<file path="src/rtl/core/epd_pkg.sv">
// shared types, constants and tables of the equirectangular direction core
package epd_pkg;

  localparam int COORD_BITS_DEF    = 13;
  localparam int OUT_FRAC_BITS_DEF = 14;
  localparam int CORDIC_STAGES_DEF = 16;

  localparam int SIZE_W  = 14;  // image size register width
  localparam int DIV_W   = 48;  // dividend width, covers the widest coordinate
  localparam int PHASE_W = 32;  // one turn is 2^32
  localparam int ANG_W   = 33;  // cordic datapath width
  localparam int OUT_W   = 16;
  localparam int ADDR_W  = 3;
  localparam int DATA_W  = 32;

  localparam logic [SIZE_W-1:0] WIDTH_RESET  = 14'd8192;
  localparam logic [SIZE_W-1:0] HEIGHT_RESET = 14'd4096;
  localparam logic [ANG_W-1:0]  GAIN_Q30     = 33'd652032874;

  // register index, taken from paddr[2]
  localparam logic REG_IMAGE_WIDTH  = 1'b0;
  localparam logic REG_IMAGE_HEIGHT = 1'b1;

  typedef struct packed {
    logic              neg;
    logic [SIZE_W-1:0] rem;
    logic [DIV_W-1:0]  dq;
  } div_lane_t;

  typedef struct packed {
    logic      valid;
    div_lane_t lon;
    div_lane_t lat;
  } div_word_t;

  typedef struct packed {
    logic [1:0]              quad;
    logic signed [ANG_W-1:0] x;
    logic signed [ANG_W-1:0] y;
    logic signed [ANG_W-1:0] z;
  } cordic_lane_t;

  typedef struct packed {
    logic         valid;
    cordic_lane_t lon;
    cordic_lane_t lat;
  } cordic_word_t;

  // arctangent of 2^-k in phase units
  function automatic logic [PHASE_W-1:0] atan_phase(input int k);
    logic [PHASE_W-1:0] a;
    begin
      unique case (k)
        0:  a = 32'h20000000;
        1:  a = 32'h12E4051D;
        2:  a = 32'h09FB385B;
        3:  a = 32'h051111D4;
        4:  a = 32'h028B0D43;
        5:  a = 32'h0145D7E1;
        6:  a = 32'h00A2F61E;
        7:  a = 32'h00517C55;
        8:  a = 32'h0028BE53;
        9:  a = 32'h00145F2F;
        10: a = 32'h000A2F98;
        11: a = 32'h000517CC;
        12: a = 32'h00028BE6;
        13: a = 32'h000145F3;
        14: a = 32'h0000A2F9;
        15: a = 32'h0000517D;
        16: a = 32'h000028BE;
        17: a = 32'h0000145F;
        18: a = 32'h00000A2F;
        19: a = 32'h00000518;
        20: a = 32'h0000028C;
        21: a = 32'h00000146;
        22: a = 32'h000000A3;
        23: a = 32'h00000051;
        24: a = 32'h00000029;
        25: a = 32'h00000014;
        26: a = 32'h0000000A;
        27: a = 32'h00000005;
        28: a = 32'h00000003;
        29: a = 32'h00000001;
        30: a = 32'h00000001;
        default: a = 32'h00000000;
      endcase
      return a;
    end
  endfunction

endpackage

</file>
<file path="src/rtl/core/epd_div_cell.sv">
// one restoring division step for both angle lanes
module epd_div_cell
  import epd_pkg::*;
(
  input  logic              clk,
  input  logic              rst,
  input  logic [SIZE_W-1:0] width,
  input  logic [SIZE_W-1:0] height,
  input  div_word_t         din,
  output div_word_t         dout
);

  function automatic div_lane_t div_step(input div_lane_t l, input logic [SIZE_W-1:0] d);
    logic [SIZE_W:0] t;
    div_lane_t       o;
    begin
      o = l;
      t = {l.rem, l.dq[DIV_W-1]};
      if (t >= {1'b0, d}) begin
        o.rem = SIZE_W'(t - {1'b0, d});
        o.dq  = {l.dq[DIV_W-2:0], 1'b1};
      end else begin
        o.rem = t[SIZE_W-1:0];
        o.dq  = {l.dq[DIV_W-2:0], 1'b0};
      end
      return o;
    end
  endfunction

  always_ff @(posedge clk) begin
    if (rst) begin
      dout.valid <= 1'b0;
    end else begin
      dout.valid <= din.valid;
    end
    dout.lon <= div_step(din.lon, width);
    dout.lat <= div_step(din.lat, height);
  end

endmodule

</file>
<file path="config.mk">
export PLATFORM = sky130hd
export DESIGN_NAME = epd_div_cell
export DESIGN_NICKNAME = d
export VERILOG_FILES = /design/src/rtl/core/epd_pkg.sv /design/src/rtl/core/epd_div_cell.sv
export SDC_FILE = /design/constraint.sdc
export NUM_CORES = 1
export LEC_CHECK = 0
export BUFFER_PORTS_ARGS = -buffer_cell sky130_fd_sc_hd__buf_4
export CORE_MARGIN = 2
export CORE_UTILIZATION = 35
export CTS_BUF_LIST = sky130_fd_sc_hd__clkbuf_8
export DETAILED_ROUTE_END_ITERATION = 8
export PLACE_DENSITY_LB_ADDON = 0.25
export SETUP_SLACK_MARGIN = 0.15
export SLEW_MARGIN = 20
export SYNTH_ARGS = -nofsm -noshare
export SYNTH_HDL_FRONTEND = slang
export SYNTH_SLANG_ARGS = --single-unit
</file>
<file path="constraint.sdc">
create_clock -name clk -period 3.03 [get_ports clk]
set_input_delay 0.303 -clock clk [delete_from_list [all_inputs] [get_ports clk]]
set_output_delay 0.303 -clock clk [all_outputs]
set_load 0.02 [all_outputs]
</file>
==> flow_summary.json, run 1 <==
{
  "status": "complete, no violations",
  "die_area_um2": 14100,
  "path_common_cell": "inv_1",
  "cts_num_sinks": 127,
  "cts_max_path_buffers": 2,
  "root_buffer": "clkbuf_8",
  "grt_overflow": 0,
  "wirelength_mm": 15.1,
  "synth_warnings": 0,
  "num-nets-final": 981,
  "combPwrFrac_pct": 24.8,
  "grt_setup_unrepaired": "no",
  "grt_pass1_vias": 4556,
  "synth_ff_type": "dfxtp_1",
  "top_regs": "dout: 127 flops",
  "p_int_mw": 3.33,
  "synth.distinct_cells": 53,
  "hold-worst-slack_ns": 0.0812,
  "critPathBufInv": 3,
  "syn_area_um2": 4590,
  "cp-start-kind": "primary input",
  "final_common_cell": "buf_4",
  "crit_family": "compound AO/OA/AOI/OAI gates",
  "final_max_slew_viol_count": 0,
  "setup_viol": 0,
  "route.detailed.drc": 0,
  "wire_per_inst_um": 15.5,
  "place_ws_ns": 0.377,
  "crit_arrival_ns": 2.54,
  "vias_per_cell": 4.51,
  "fin_util_pct": 65.3,
  "switching_share_pct": 28.0,
  "max_slew_margin_pct": 71.6,
  "antenna_found_initial": 0,
  "clkPwrFrac_pct": 34.9,
  "ir_drop_mv": 0.335,
  "gp_congestion": 0.847,
  "die_w_um": 119,
  "post-route-min-period_ns": 2.23,
  "initial_core_util_pct": 36.1,
  "synth_seq_area_share_pct": 55.4,
  "avgSynthCellArea_um2": 11.5,
  "power.density_nw_per_um2": 556,
  "grtUsageTotal_pct": 21.1,
  "num_rows": 41,
  "core_region_area_um2": 12700,
  "ios": 284,
  "worstPathCellList": "buf_4 > inv_1 > ha_1 > inv_1 > fa_1 > a211oi_1 > nor2_1 > o31a_1 > o21a_1 > a221o_1 > mux2_2",
  "io_buffers": 283,
  "postCtsSetupBuffers": 0,
  "endpoint_kind": "flip-flop",
  "final-hold-violation-count": 0,
  "critical_path.max_stage_delay_ns": 0.42,
  "finalSetupTns_ns": 0,
  "finalCritPeriodShare_pct": 73.7,
  "p_leak_nw": 4.05,
  "worst_pin_slew_ns": 0.415,
  "numCtsBuffers": 17,
  "tritoncts": "yes",
  "largest_register": "dout",
  "grt_max_degree": 17,
  "cp-startpoint": "din[47]",
  "worst_path_max_delay_cell": "fa_1",
  "hold_start": "din[126]",
  "max_freq_mhz": 448,
  "synth_cells": 398,
  "fin_area_um2": 8300,
  "hp-class": "in -> reg",
  "max-cap-violations": 0,
  "cp_max_fo": 4,
  "final_cell_mix": "buf_4, dfxtp_1, dlygate4sd3_1",
  "cts.clk_slew.worst_paths_ns": 0.07,
  "drt-initial-drc-count": 170,
  "p_switching_mw": 1.29,
  "num_antenna_cells": 0,
  "worst_slack_ns": 0.797,
  "seq_power_share_pct": 40.3,
  "ctsResizeCount": 0,
  "dpl_cell_area_um2": 6890,
  "synth-edff-count": 0,
  "hold_buffers": 97,
  "htreeDepth": 4,
  "dp.final_hpwl_mm": 10.8,
  "drive_above_1_share_pct": 44.1,
  "largest_reg_flops": 127,
  "worstPathRequired_ns": 3.34,
  "ys_ff_latch": 127,
  "async_reset_ff_share_pct": 0,
  "grt_pass1_wl_mm": 23.2,
  "drt-pass1-iter-count": 4,
  "antenna_left": 0,
  "syn_to_final_growth_pct": 80.8,
  "worstSetupPathType": "in -> reg",
  "synthesis.nets": 587,
  "num_vias": 4408,
  "die_y_um": 119
}
==> power by group through the flow <==
stage | combinational (mW) | sequential, mW | clock, mW
after floorplan | 0.374 | 2.08 | 0
after detailed placement | 1.03 | 1.90 | 0
after global placement | 1.02 | 1.90 | 0
after CTS | 1.14 | 1.86 | 1.65
final | 1.14 | 1.86 | 1.61
after global routing | 1.22 | 1.87 | 1.72
==> final timing paths <==
check,end,slack (ns),cells past startpoint
worst min-delay path,dout[126],0.08,2
worst max-delay path,dout[60],0.80,11
==> area by class of cell <==
cell class                 instances  area [um2]
sequential                       127        2540
timing repair buffer             384        3130
multi-input combinational        229        1860
clock inverter                    15         206
fill                             955        4420
tap                              172         215
clock buffer                      17         234
inverter                          33         124
==> synthesized netlist by cell type (all sizes together), types with 2 or more instances <==
master,number,area [um2]
o21a,6,45.0
or3,4,30.0
a211oi,6,45.0
o211ai,3,22.5
a31oi,6,52.6
mux2i,5,50.1
a2111oi,2,23.8
nor2,24,90.1
nand2b,7,43.8
and2,2,12.5
o31ai,4,30.0
or2,3,18.8
nand2,8,30.0
ha,30,375
nand4,3,18.8
and2b,3,22.5
fa,2,40.0
and4b,2,20.0
dfxtp,127,2540
mux2,25,312
nor2b,6,37.5
a21oi,16,80.1
a21o,7,52.6
and3,3,21.3
nor4,2,27.5
nand3,5,25.0
xnor2,4,35.0
inv,33,124
xor2,10,87.6
o21ai,13,76.3
clkbuf,2,7.51
buf,7,62.6
nor3,8,40.0
==> stage by stage <==
step	total power, mW	instances
3_3_place_gp	2.92	848
3_5_place_dp	2.93	848
4_1_cts	4.66	977
2_1_floorplan	2.46	398
5_1_grt	4.82	977
6_report	4.62	977
==> per-layer routing <==
metal | GRT usage (%) | part of all wire [%]
met5 | 0 | 0
met2 | 38.8 | 54
met1 | 21.9 | 37
met4 | 8.18 | 2.2
met3 | 7.09 | 7.0
==> cell families (layout without fill, tap and decap cells) <==
kind of cell | after synthesis | in the layout | share of synthesized area [%]
AND/OR/NAND/NOR | 82 | 82 | 9.92
flip-flops | 127 | 127 | 55.4
buffers and inverters | 42 | 449 | 4.22
multiplexers | 30 | 30 | 7.87
adder cells (fa/ha/maj) | 32 | 32 | 9.05
XOR/XNOR | 14 | 14 | 2.67
AO/OA/AOI/OAI | 71 | 71 | 10.9
No activity file was read; power rests on OpenSTA's default activity.
==> inputs of run 2 (changes only) <==
--- a/config.mk
+++ b/config.mk
@@ -5,6 +5,7 @@
 export SDC_FILE = /design/constraint.sdc
 export NUM_CORES = 1
 export LEC_CHECK = 0
+export ABC_AREA = 1
 export BUFFER_PORTS_ARGS = -buffer_cell sky130_fd_sc_hd__buf_4
 export CORE_MARGIN = 2
 export CORE_UTILIZATION = 35
==> constraint.sdc (replaced) <==
create_clock -name clk -period 2.13 [get_ports clk]
set_input_delay 0.213 -clock clk [delete_from_list [all_inputs] [get_ports clk]]
set_output_delay 0.213 -clock clk [all_outputs]
set_load 0.02 [all_outputs]
==> run 2 against run 1 <==
Critical path depth unchanged. Global-route usage grew 0.85 points. Highest routed layer unchanged. Synthesized cell count up 45%.
==> flow_summary.json, run 2 <==
{
  "status": "complete, no violations",
  "num-nets-final": 1173,
  "synth-adder-area-share_pct": 8.24,
  "grt_setup_unrepaired": "no",
  "post-route-min-period_ns": 1.93,
  "final_cell_mix": "buf_4, nand2_1, dfxtp_1",
  "wire_per_inst_um": 14.9,
  "worstSetupPathType": "in -> reg",
  "largest_reg_flops": 127,
  "worst_pin_slew_ns": 0.393,
  "worst_path_max_delay_cell": "dlygate4sd3_1",
  "drt-pass1-iter-count": 5,
  "final_common_cell": "buf_4",
  "critical_path.max_stage_delay_ns": 0.57,
  "top_regs": "dout: 127 flops",
  "fin_area_um2": 8800,
  "finalCritPeriodShare_pct": 90.8,
  "max-cap-violations": 0,
  "max_slew_margin_pct": 73.8,
  "muxShareOfSynthArea_pct": 0,
  "yosysTopAreaCell": "dfxtp_1",
  "async_reset_ff_share_pct": 0,
  "dpl_cell_area_um2": 7330,
  "crit_family": "simple AND/OR/NAND/NOR gates",
  "worstPathCellList": "dlygate4sd3_1 > buf_4 > ha_2 > nand2_2 > nor2_2 > nand2_1 > nor2_2 > nor2_4 > and2_4 > nand3_1 > nand2_1",
  "cp_max_fo": 9,
  "ys_ff_latch": 127,
  "synth-edff-count": 0,
  "dp.final_hpwl_mm": 12.2,
  "grt_max_degree": 25,
  "die_area_um2": 15400,
  "io_buffers": 283,
  "cp-start-kind": "primary input",
  "ios": 284,
  "syn_to_final_growth_pct": 74.6,
  "synth_top_area_share_pct": 50.4,
  "synth.distinct_cells": 32,
  "endpoint_kind": "flip-flop",
  "antenna_left": 0,
  "clkPwrFrac_pct": 30.7,
  "switching_share_pct": 31.0,
  "die_w_um": 124,
  "crit_arrival_ns": 2.25,
  "synth_seq_area_share_pct": 50.4,
  "critPathBufInv": 2,
  "seq_power_share_pct": 42.2,
  "hold_start": "din[58]",
  "power.density_nw_per_um2": 713,
  "grtUsageTotal_pct": 21.9,
  "synth_top_family_by_area": "simple AND/OR/NAND/NOR gates",
  "synth_cells": 579,
  "grt_overflow": 0,
  "synth_warnings": 0,
  "cts.clk_slew.worst_paths_ns": 0.07,
  "vias_per_cell": 4.26,
  "die_y_um": 124,
  "largest_register": "dout",
  "ir_drop_mv": 0.415,
  "htreeDepth": 4,
  "grt_pass1_vias": 4903,
  "postCtsSetupBuffers": 0,
  "num_vias": 5016,
  "finalSetupTns_ns": 0,
  "initial_core_util_pct": 36.0,
  "synth_area_leaders": "dfxtp_1, nand2_1, inv_1, ha_1, nand3_1",
  "synthTopCellsByCount": "nand2_1, dfxtp_1, inv_1",
  "worstPathRequired_ns": 2.45,
  "avgSynthCellArea_um2": 8.71,
  "final-hold-violation-count": 0,
  "wirelength_mm": 17.5,
  "hp-class": "in -> reg",
  "cts_max_path_buffers": 2,
  "synth_compound_area_share_pct": 4.07,
  "setup_viol": 0,
  "num_rows": 43,
  "tritoncts": "yes",
  "synth_most_common_cell": "nand2_1",
  "syn_area_um2": 5040,
  "synthesis.nets": 768,
  "cts_num_sinks": 127,
  "core_region_area_um2": 14000,
  "synth_ff_type": "dfxtp_1",
  "grt_pass1_wl_mm": 25.0,
  "cp_num_cells": 11,
  "final_max_slew_viol_count": 0,
  "numCtsBuffers": 17,
  "p_int_mw": 4.33,
  "post_synth_xor_area_fraction_pct": 2.43,
  "hold_end": "dout[59]",
  "root_buffer": "clkbuf_8",
  "p_switching_mw": 1.94,
  "antenna_found_initial": 1,
  "drt-initial-drc-count": 216,
  "combPwrFrac_pct": 27.2,
  "gp_congestion": 0.959,
  "drive_above_1_share_pct": 37.6,
  "max_freq_mhz": 517,
  "route.detailed.drc": 0,
  "p_leak_nw": 4.66,
  "yosys.area_share.simple_pct": 25.2,
  "hold_depth": 3
}
[run 2: cell count changes in the layout (fill, tap and decap cells not counted), moves of 8 or more]
cell	before	now
nand3_1	5	35
dlygate4sd3_1	97	106
o21ai_2	0	12
nand4_1	3	12
nor3_1	8	0
mux2_4	8	0
inv_1	33	109
mux2_2	17	0
o21ai_0	12	0
nand2_2	0	16
nand2_1	8	148
a21oi_1	16	8
[run 2: cells by family (layout without fill, tap and decap cells)]
logic type | after synthesis | count (layout)
DFF | 127 | 127
adders and majority gates | 32 | 32
AOI/OAI and AO/OA | 26 | 26
and+or+nand+nor | 263 | 265
xor gates and xnor gates | 14 | 14
buffers and inverters | 117 | 532
other | 0 | 1
[run 2: how the worst max path moves through the flow]
stage | end | from | slack [ns]
global route | dout[56] | din[51] | 0.12
floorplan | dout[117] | din[110] | 0.55
detailed placement | dout[121] | width[5] | 0.1
CTS | dout[60] | din[52] | 0.15
finish | dout[56] | din[54] | 0.20
global placement | dout[60] | height[2] | 0.17
[run 2: final cells by class]
cell class,count,area (um2)
Antenna cell,1,2.50
Clock buffer,18,248
Clock inverter,13,115
Fill cell,1155,5190
Inverter,112,420
Multi-Input combinational cell,337,2060
Sequential cell,127,2540
Tap cell,180,225
Timing Repair Buffer,389,3190
[run 2: repair_timing]
action                                  CTS  global route
hold endpoints to repair                105             0
endpoints found under the setup margin    0            15
hold buffers                            106             0
resized for setup                         0             6
[run 2: metal layers]
layer	wire length [um]	GRT usage, %
met5	0	0
met4	568	10.3
met3	1220	5.82
met2	8850	38.2
met1	6900	25.0
[run 2: power groups by stage]
stage	Combinational, mW	Sequential [mW]	Clock, mW
floorplan	0.581	2.95	0
global placement	1.50	2.69	0
detailed placement	1.51	2.69	0
CTS	1.68	2.64	1.97
global route	1.85	2.67	2.11
finish	1.70	2.65	1.92
[run 2: through the flow]
step | hold WS, ns | instances | setup slack, ns | total power, mW | utilization (%)
6_report | 0.0382 | 1177 | 0.196 | 6.28 | 62.9
5_1_grt | 0.00587 | 1177 | 0.123 | 6.62 | 62.9
4_1_cts | 0.00142 | 1174 | 0.153 | 6.29 | 62.6
3_5_place_dp | 0.319 | 1037 | 0.0984 | 4.20 | 52.4
3_3_place_gp | 0.317 | 1037 | 0.170 | 4.19 | 52.4
2_1_floorplan | 0.241 | 579 | 0.549 | 3.53 | -
