$ cat src/rtl/core/epd_pkg.sv
// shared types, constants and tables of the equirectangular direction core
package epd_pkg;

  localparam int COORD_BITS_DEF    = 13;
  localparam int OUT_FRAC_BITS_DEF = 14;
  localparam int CORDIC_STAGES_DEF = 16;

  localparam int SIZE_W  = 14;  // image size register width
  localparam int DIV_W   = 48;  // dividend width, covers the widest coordinate
  localparam int PHASE_W = 32;  // one turn is 2^32
  localparam int ANG_W   = 33;  // cordic datapath width
  localparam int OUT_W   = 16;
  localparam int ADDR_W  = 3;
  localparam int DATA_W  = 32;

  localparam logic [SIZE_W-1:0] WIDTH_RESET  = 14'd8192;
  localparam logic [SIZE_W-1:0] HEIGHT_RESET = 14'd4096;
  localparam logic [ANG_W-1:0]  GAIN_Q30     = 33'd652032874;

  // register index, taken from paddr[2]
  localparam logic REG_IMAGE_WIDTH  = 1'b0;
  localparam logic REG_IMAGE_HEIGHT = 1'b1;

  typedef struct packed {
    logic              neg;
    logic [SIZE_W-1:0] rem;
    logic [DIV_W-1:0]  dq;
  } div_lane_t;

  typedef struct packed {
    logic      valid;
    div_lane_t lon;
    div_lane_t lat;
  } div_word_t;

  typedef struct packed {
    logic [1:0]              quad;
    logic signed [ANG_W-1:0] x;
    logic signed [ANG_W-1:0] y;
    logic signed [ANG_W-1:0] z;
  } cordic_lane_t;

  typedef struct packed {
    logic         valid;
    cordic_lane_t lon;
    cordic_lane_t lat;
  } cordic_word_t;

  // arctangent of 2^-k in phase units
  function automatic logic [PHASE_W-1:0] atan_phase(input int k);
    logic [PHASE_W-1:0] a;
    begin
      unique case (k)
        0:  a = 32'h20000000;
        1:  a = 32'h12E4051D;
        2:  a = 32'h09FB385B;
        3:  a = 32'h051111D4;
        4:  a = 32'h028B0D43;
        5:  a = 32'h0145D7E1;
        6:  a = 32'h00A2F61E;
        7:  a = 32'h00517C55;
        8:  a = 32'h0028BE53;
        9:  a = 32'h00145F2F;
        10: a = 32'h000A2F98;
        11: a = 32'h000517CC;
        12: a = 32'h00028BE6;
        13: a = 32'h000145F3;
        14: a = 32'h0000A2F9;
        15: a = 32'h0000517D;
        16: a = 32'h000028BE;
        17: a = 32'h0000145F;
        18: a = 32'h00000A2F;
        19: a = 32'h00000518;
        20: a = 32'h0000028C;
        21: a = 32'h00000146;
        22: a = 32'h000000A3;
        23: a = 32'h00000051;
        24: a = 32'h00000029;
        25: a = 32'h00000014;
        26: a = 32'h0000000A;
        27: a = 32'h00000005;
        28: a = 32'h00000003;
        29: a = 32'h00000001;
        30: a = 32'h00000001;
        default: a = 32'h00000000;
      endcase
      return a;
    end
  endfunction

endpackage

$ cat src/rtl/core/epd_cordic_cell.sv
// one rotation step of the sine and cosine chain for both angle lanes
module epd_cordic_cell
  import epd_pkg::*;
#(
  parameter int IDX = 0
) (
  input  logic         clk,
  input  logic         rst,
  input  cordic_word_t din,
  output cordic_word_t dout
);

  localparam logic signed [ANG_W-1:0] ATAN = $signed({1'b0, atan_phase(IDX)});

  function automatic cordic_lane_t rot_step(input cordic_lane_t l);
    logic signed [ANG_W-1:0] dx;
    logic signed [ANG_W-1:0] dy;
    cordic_lane_t            o;
    begin
      o  = l;
      dx = l.y >>> IDX;
      dy = l.x >>> IDX;
      if (!l.z[ANG_W-1]) begin
        o.x = l.x - dx;
        o.y = l.y + dy;
        o.z = l.z - ATAN;
      end else begin
        o.x = l.x + dx;
        o.y = l.y - dy;
        o.z = l.z + ATAN;
      end
      return o;
    end
  endfunction

  always_ff @(posedge clk) begin
    if (rst) begin
      dout.valid <= 1'b0;
    end else begin
      dout.valid <= din.valid;
    end
    dout.lon <= rot_step(din.lon);
    dout.lat <= rot_step(din.lat);
  end

endmodule

$ cat config.mk
export PLATFORM = sky130hd
export DESIGN_NAME = epd_cordic_cell
export DESIGN_NICKNAME = d
export VERILOG_FILES = /design/src/rtl/core/epd_pkg.sv /design/src/rtl/core/epd_cordic_cell.sv
export SDC_FILE = /design/constraint.sdc
export NUM_CORES = 1
export LEC_CHECK = 0
export BUFFER_PORTS_ARGS = -buffer_cell sky130_fd_sc_hd__clkbuf_2
export CAP_MARGIN = 5
export CORE_UTILIZATION = 25
export CTS_BUF_LIST = sky130_fd_sc_hd__clkbuf_8
export DETAILED_ROUTE_END_ITERATION = 10
export GPL_TIMING_DRIVEN = 1
export PLACE_DENSITY_LB_ADDON = 0.25
export SYNTH_ARGS = -nofsm -noshare
export SYNTH_HDL_FRONTEND = slang
export SYNTH_SLANG_ARGS = --single-unit
$ cat constraint.sdc
create_clock -name clk -period 3.6 [get_ports clk]
set_input_delay 0.36 -clock clk [delete_from_list [all_inputs] [get_ports clk]]
set_output_delay 0.36 -clock clk [all_outputs]
set_load 0.05 [all_outputs]
==> results.yml, run 1 <==
synth:
  synth.distinct_cells: 84
  synth_top_family_by_area: "compound AO/OA/AOI/OAI gates"
  synth_edf_count: 0
  synth_cells: 1929
  synth-adder-area-share: 0.171
  synth-xor-area-share: 0.0715
  synth_compound_area_frac: 0.257
  ys_seq_elements: 201
  avgSynthCellArea_um2: 7.94
  dominantRegCellSynth: "dfxtp_1"
  synth_nets: 2338
  yosys-top-cells-area: "dfxtp_1 (26%), ha_1 (16%), a21oi_1 (6.5%)"
  ys_async_sr_fraction: 0
  yosysSeqAreaShare: 0.263
  synthMuxAreaShare: 0.0183
  synth_area_mm2: 0.0153
  synth-simple-area-share: 0.146
  yosysTopAreaCellShare: 0.263
  synth_top_area_cell: "dfxtp_1"
  yosys_warnings: 0
run:
  drv_cap: 0
detailed_routing:
  vias: 15900
  via_per_inst: 4.87
  antenna_left: 0
  wl_mm: 59.4
  firstDrtPassIters: 7
  drc: 0
  first_iter_violations: 1082
  wire_per_inst_um: 18.2
clocking:
  htree_levels: 2
  clkTransAtPathRegs_ns: 0.06
  cts-buffers-inserted: 42
  cts_tree: "done"
  cts_resized: 0
  ctsRootBufferMaster: "clkbuf_8"
  clock_path_buffers: 3
  clkSinkCount: 201
timing:
  fin_crit_ns: 3.11
  tightest_slew_ns: 1.01
  rsz0062_at_grt: "false"
  slew_violations: 0
  setup_tns_ns: 0
  post-route-period-util: 0.863
  finalHoldViolCount: 0
  relSlewSlack: 0.326
  setup_viol: 0
  fmax_mhz: 322
hold_path:
  min_from: "din[31]"
  hold_class: "primary input to flop"
  holdPathStages: 3
placement:
  port_buffers: 407
  place.gp.congestion: 0.932
  dp_hpwl_mm: 47.6
critical_path:
  startpoint: "din[33]"
  crit_type: "primary input to flop"
  path_max_fanout: 5
  cp.arrival_ns: 3.54
  crit_path_start_kind: "primary input"
  cp-end-kind: "flop"
  crit_required_ns: 4.04
power_and_ir_drop:
  p_per_area_mw_per_mm2: 487
  power.leakage_nw: 9.87
  max-vdd-ir-drop_uv: 429
finish:
  largestRegisters: "dout: 201 flops"
  fin_util: 0.336
  largest_register: "dout"
  largest_register_ffs: 201
  areaGrowthSynthToFinish_pct: 32.7
  multi_input_area_mm2: 0.0102
  register_area_mm2: 0.00402
  n_fill_cell: 6413
  nets: 2861
  drive_above_1_share: 0.242
outcome:
  status: "completed"
floorplanning:
  std_cell_rows: 90
  die_y_um: 250
  pin_count: 408
  die_w_um: 250
  core-area_mm2: 0.0605
  start_util: 0.253
  dieArea_mm2: 0.0623
global_routing:
  grt_pass1_wl_mm: 90.2
  gr-total-overflow: 0
  antenna_found_initial: 5
  grt_usage: 0.184
  grt_pass1_vias: 15900
  grt_max_degree: 89
==> metrics by stage <==
| stage | worst slack [ns] | area (um2) | hold slack, ns | std cells | power (mW) |
|---|---|---|---|---|---|
| after global placement | -0.0122 | 18700 | 0.462 | 3121 | 7.10 |
| after CTS | 0.606 | 20300 | 0.00528 | 3266 | 10.0 |
| after global routing | 0.346 | 20300 | 0.0162 | 3268 | 10.4 |
| after floorplan | 0.772 | 15300 | 0.388 | 1929 | 5.75 |
| final | 0.491 | 20300 | 0.0743 | 3268 | 9.90 |
| after detailed placement | -0.0158 | 18700 | 0.464 | 3121 | 7.08 |
==> cell usage after synthesis, types with 4 or more instances <==
| master | count |
|---|---|
| dfxtp_1 | 201 |
| a21oi_1 | 198 |
| inv_1 | 198 |
| ha_1 | 196 |
| nor2_1 | 155 |
| o21ai_0 | 137 |
| nand2_1 | 104 |
| xnor2_1 | 101 |
| clkbuf_1 | 64 |
| a21o_1 | 45 |
| nor3_1 | 38 |
| o21bai_1 | 32 |
| nor2b_1 | 29 |
| mux2i_1 | 28 |
| nand3_1 | 26 |
| a211oi_1 | 24 |
| xor2_1 | 24 |
| nand4_1 | 22 |
| a31oi_1 | 18 |
| nand2b_1 | 18 |
| o211ai_1 | 16 |
| o31ai_1 | 16 |
| nor4_1 | 15 |
| or3_1 | 15 |
| buf_1 | 13 |
| buf_2 | 13 |
| o21a_1 | 12 |
| o22ai_1 | 10 |
| and2_1 | 9 |
| a221o_1 | 8 |
| fa_1 | 8 |
| o2111ai_1 | 8 |
| o311a_1 | 7 |
| a21boi_0 | 6 |
| a221oi_1 | 6 |
| nand3b_1 | 6 |
| o21ai_1 | 6 |
| or2_2 | 6 |
| a2111oi_0 | 5 |
| a211o_1 | 5 |
| o311ai_0 | 4 |
| o31ai_2 | 4 |
==> layer usage <==
metal / wire length, um / GRT usage / part of all wire / vias to the layer above
met5: 37 / 0 / 0.00062 / -
met4: 1510 / 0.0545 / 0.025 / 6
met3: 4170 / 0.0384 / 0.070 / 82
met2: 27600 / 0.309 / 0.47 / 618
met1: 26100 / 0.236 / 0.44 / 7462
li1: - / - / - / 7752
==> worst paths after layout <==
check	endpoint	slack [ns]
hold / removal	dout[32]$_DFF_P_	0.07
setup / recovery	dout[94]$_DFF_P_	0.49
==> critical path, stage by stage <==
cell and delay [ns]:
clkbuf_2 0.11, ha_1 0.21, fa_1 0.24, nor2b_1 0.22, nor3_1 0.10, o21ai_1 0.31
a311oi_1 0.15, buf_4 0.20, o31ai_2 0.49, a21boi_0 0.26, o21a_1 0.26, a221oi_1 0.48
xnor2_1 0.16
==> cell families after synthesis <==
family	after synthesis
AO/OA/AOI/OAI	612
AND/OR/NAND/NOR	464
buffers and inverters	295
adder cells (fa/ha/maj)	204
flip-flops	201
XOR/XNOR	125
multiplexers	28
==> cell type report <==
class	count	area share
Inverter	202	0.0373
Timing Repair Buffer	572	0.170
Clock buffer	51	0.0345
Sequential cell	201	0.198
Antenna cell	2	0.000246
Tap cell	782	0.0481
Multi-Input combinational cell	1433	0.500
Clock inverter	25	0.0126
==> cell usage in the layout, fill, tap and decap left out, types with 9 or more instances in the layout <==
| master | Yosys | routed |
|---|---|---|
| clkbuf_2 | 0 | 406 |
| inv_1 | 198 | 207 |
| dfxtp_1 | 201 | 201 |
| a21oi_1 | 198 | 198 |
| ha_1 | 196 | 196 |
| nor2_1 | 155 | 155 |
| o21ai_0 | 137 | 137 |
| nand2_1 | 104 | 104 |
| xnor2_1 | 101 | 101 |
| buf_4 | 3 | 96 |
| dlygate4sd3_1 | 0 | 69 |
| clkbuf_8 | 0 | 51 |
| a21o_1 | 45 | 45 |
| nor3_1 | 38 | 38 |
| o21bai_1 | 32 | 32 |
| nor2b_1 | 29 | 29 |
| mux2i_1 | 28 | 28 |
| nand3_1 | 26 | 26 |
| xor2_1 | 24 | 24 |
| a211oi_1 | 24 | 24 |
| nand4_1 | 22 | 22 |
| nand2b_1 | 18 | 18 |
| a31oi_1 | 18 | 18 |
| o31ai_1 | 16 | 16 |
| o211ai_1 | 16 | 16 |
| nor4_1 | 15 | 15 |
| or3_1 | 15 | 15 |
| o21a_1 | 12 | 12 |
| o22ai_1 | 10 | 10 |
| and2_1 | 9 | 9 |
==> report_power, final <==
| part | internal (mW) | total [mW] | switching, mW |
|---|---|---|---|
| Clock | 1.65 | 2.78 | 1.13 |
| Combinational | 1.26 | 4.34 | 3.08 |
| Sequential | 2.63 | 2.78 | 0.152 |
| Total | 5.55 | 9.90 | 4.36 |
==> timing repair <==
action / CTS / global route
hold endpoints to repair: 68 / 0
setup buffers: 0 / 0
hold buffers: 69 / 0
(Power assumes the default switching activity.)
==> run 2, diff against run 1 <==
--- a/config.mk
+++ b/config.mk
@@ -5,6 +5,7 @@
 export SDC_FILE = /design/constraint.sdc
 export NUM_CORES = 1
 export LEC_CHECK = 0
+export ABC_AREA = 1
 export BUFFER_PORTS_ARGS = -buffer_cell sky130_fd_sc_hd__clkbuf_2
 export CAP_MARGIN = 5
 export CORE_UTILIZATION = 25
==> run 2 against run 1 <==
First-iteration DRC count grew 18%. Core utilization shrank 2.6 points. Non-clock buffer count shrank 90. Power shrank 1.9%.
==> results.yml, run 2 <==
finish:
  areaGrowthSynthToFinish_pct: 22.7
  drive_above_1_share: 0.136
  largest_register: "dout"
  multi_input_area_mm2: 0.0125
  register_area_mm2: 0.00402
  largest_register_ffs: 201
  largestRegisters: "dout: 201 flops"
  n_fill_cell: 8946
  final_cell_mix: "nand2_1 (1,289), inv_1 (698), clkbuf_2 (407)"
  final_common_cell: "nand2_1"
  nets: 4284
  final_cell_count_no_fill: 4945
detailed_routing:
  via_per_inst: 4.41
  first_iter_violations: 1274
  firstDrtPassIters: 7
  vias: 21800
  drc: 0
  antenna_left: 0
  wl_mm: 79.7
  wire_per_inst_um: 16.1
timing:
  setup_tns_ns: 0
  setup_viol: 0
  slew_violations: 0
  fmax_mhz: 413
  tightest_slew_ns: 0.743
  post-route-period-util: 0.672
  rsz0062_at_grt: "false"
  fin_crit_ns: 2.42
  relSlewSlack: 0.505
  finalHoldViolCount: 0
placement:
  place.gp.congestion: 0.968
  port_buffers: 407
  numPlacedInstances: 4802
  dp_hpwl_mm: 67.3
power_and_ir_drop:
  power.leakage_nw: 14.3
  max-vdd-ir-drop_uv: 262
  p_per_area_mw_per_mm2: 403
hold_path:
  holdPathStages: 3
  hold_class: "primary input to flop"
  hold_path_end: "dout[32]$_DFF_P_"
  min_from: "din[31]"
critical_path:
  crit_type: "primary input to flop"
  crit_chain: "dlygate4sd3_1, clkbuf_2, ha_1, fa_1, nand2_1, nand2_1, nand3_1, nand2_1, nand2_1, nand3_1, nand2_1, nand3_1, nand3_1, nand2_1"
  cp.arrival_ns: 2.91
  cp_slowest_cell: "dlygate4sd3_1"
  path_max_fanout: 3
  critPathTopFamily: "simple AND/OR/NAND/NOR gates"
  slowest_delay_ns: 0.53
  cp-end-kind: "flop"
  crit_path_start_kind: "primary input"
  crit_required_ns: 4.09
  path_common_cell: "nand2_1"
  critPathBufInv: 2
synth:
  yosys-top-cells-area: "nand2_1 (25%), dfxtp_1 (20%), inv_1 (13%)"
  synth_edf_count: 0
  synth_commonest_cells: "nand2_1 (1,289), inv_1 (689), nand3_1 (321)"
  dominantRegCellSynth: "dfxtp_1"
  yosysTopAreaCellShare: 0.246
  synth.distinct_cells: 38
  synth_most_common_cell: "nand2_1"
  synth_top_area_cell: "nand2_1"
  synth_nets: 3847
  ys_async_sr_fraction: 0
  synth_area_mm2: 0.0196
  avgSynthCellArea_um2: 5.71
  yosysSeqAreaShare: 0.205
  yosys_warnings: 0
  ys_seq_elements: 201
  synth_cells: 3438
global_routing:
  grt_max_degree: 60
  grt_pass1_wl_mm: 119
  busiest_layer: "met2"
  antenna_found_initial: 14
  grt_util_met3: 0.0354
  gr-total-overflow: 0
  grt_usage: 0.196
  grt_pass1_vias: 21300
  use_met1: 0.229
  grtUsageMet2: 0.355
clocking:
  cts_resized: 0
  clkTransAtPathRegs_ns: 0.06
  cts_tree: "done"
  cts-buffers-inserted: 41
  ctsRootBufferMaster: "clkbuf_8"
  clock_path_buffers: 3
  clkSinkCount: 201
  htree_levels: 2
floorplanning:
  die_y_um: 282
  std_cell_rows: 102
  start_util: 0.253
  dieArea_mm2: 0.0797
  core-area_mm2: 0.0776
  die_w_um: 282
  pin_count: 408
run:
  drv_cap: 0
outcome:
  status: "completed"
[run 2: changes by cell type in the layout (fill, tap and decap cells not counted), sizes merged, moves of 70 or more]
| cell | change |
|---|---|
| nand2 | +1206 |
| inv | +498 |
| nand3 | +295 |
| xnor2 | -101 |
| buf | -92 |
| nor2 | +76 |
| o21ai | -70 |
[run 2: repair_timing]
item,in CTS,in global routing
endpoints found under the setup margin,0,0
setup buffers,0,0
endpoints found under the hold margin,69,0
hold buffers,70,0
[run 2: worst max path at each step]
stage             start                end  slack (ns)  cells after the start
5_1_grt         din[66]   dout[98]$_DFF_P_        1.01                     17
4_1_cts         din[66]   dout[90]$_DFF_P_        1.28                     17
6_report       din[167]  dout[156]$_DFF_P_        1.18                     14
2_1_floorplan   din[33]   dout[65]$_DFF_P_        1.74                     15
3_5_place_dp    din[51]   dout[97]$_DFF_P_        1.03                     13
3_3_place_gp    din[51]   dout[64]$_DFF_P_        1.03                     13
[run 2: per-stage QoR]
step | setup WS, ns | total power [mW] | hold WS (ns) | instance area [um2] | util
after global routing | 1.01 | 10.4 | 0.0224 | 24100 | 0.311
after detailed placement | 1.03 | 6.97 | 0.464 | 22500 | 0.290
final | 1.18 | 9.71 | 0.0889 | 24100 | 0.311
after floorplan | 1.74 | 5.72 | 0.388 | 19600 | -
after global placement | 1.03 | 6.98 | 0.463 | 22500 | 0.290
after CTS | 1.28 | 9.90 | 0.00752 | 24100 | 0.311
[run 2: cells by family after synthesis]
group,synth area share
XOR/XNOR,0.0223
buffers and inverters,0.160
AND/OR/NAND/NOR,0.402
AO/OA/AOI/OAI,0.0773
adder cells (fa/ha/maj),0.133
flip-flops,0.205
[run 2: layout make-up]
| type | count | share of cell area |
|---|---|---|
| antenna | 3 | 0.000311 |
| sequential | 201 | 0.167 |
| inverter | 697 | 0.109 |
| timing repair buffer | 482 | 0.116 |
| clock buffer | 49 | 0.0280 |
| multi-input combinational | 2452 | 0.517 |
| clock inverter | 21 | 0.00950 |
| tap | 1040 | 0.0540 |
[run 2: power by group]
part           switching [mW]  internal [mW]
clock                    1.14           1.59
sequential              0.124           2.54
combinational            3.21           1.11
[run 2: per-layer routing]
metal  share of wire  vias to the layer above
met5          0.0012                        -
met4           0.033                       16
met3           0.057                      137
met2            0.50                      591
met1            0.41                     9768
li1                -                    11300
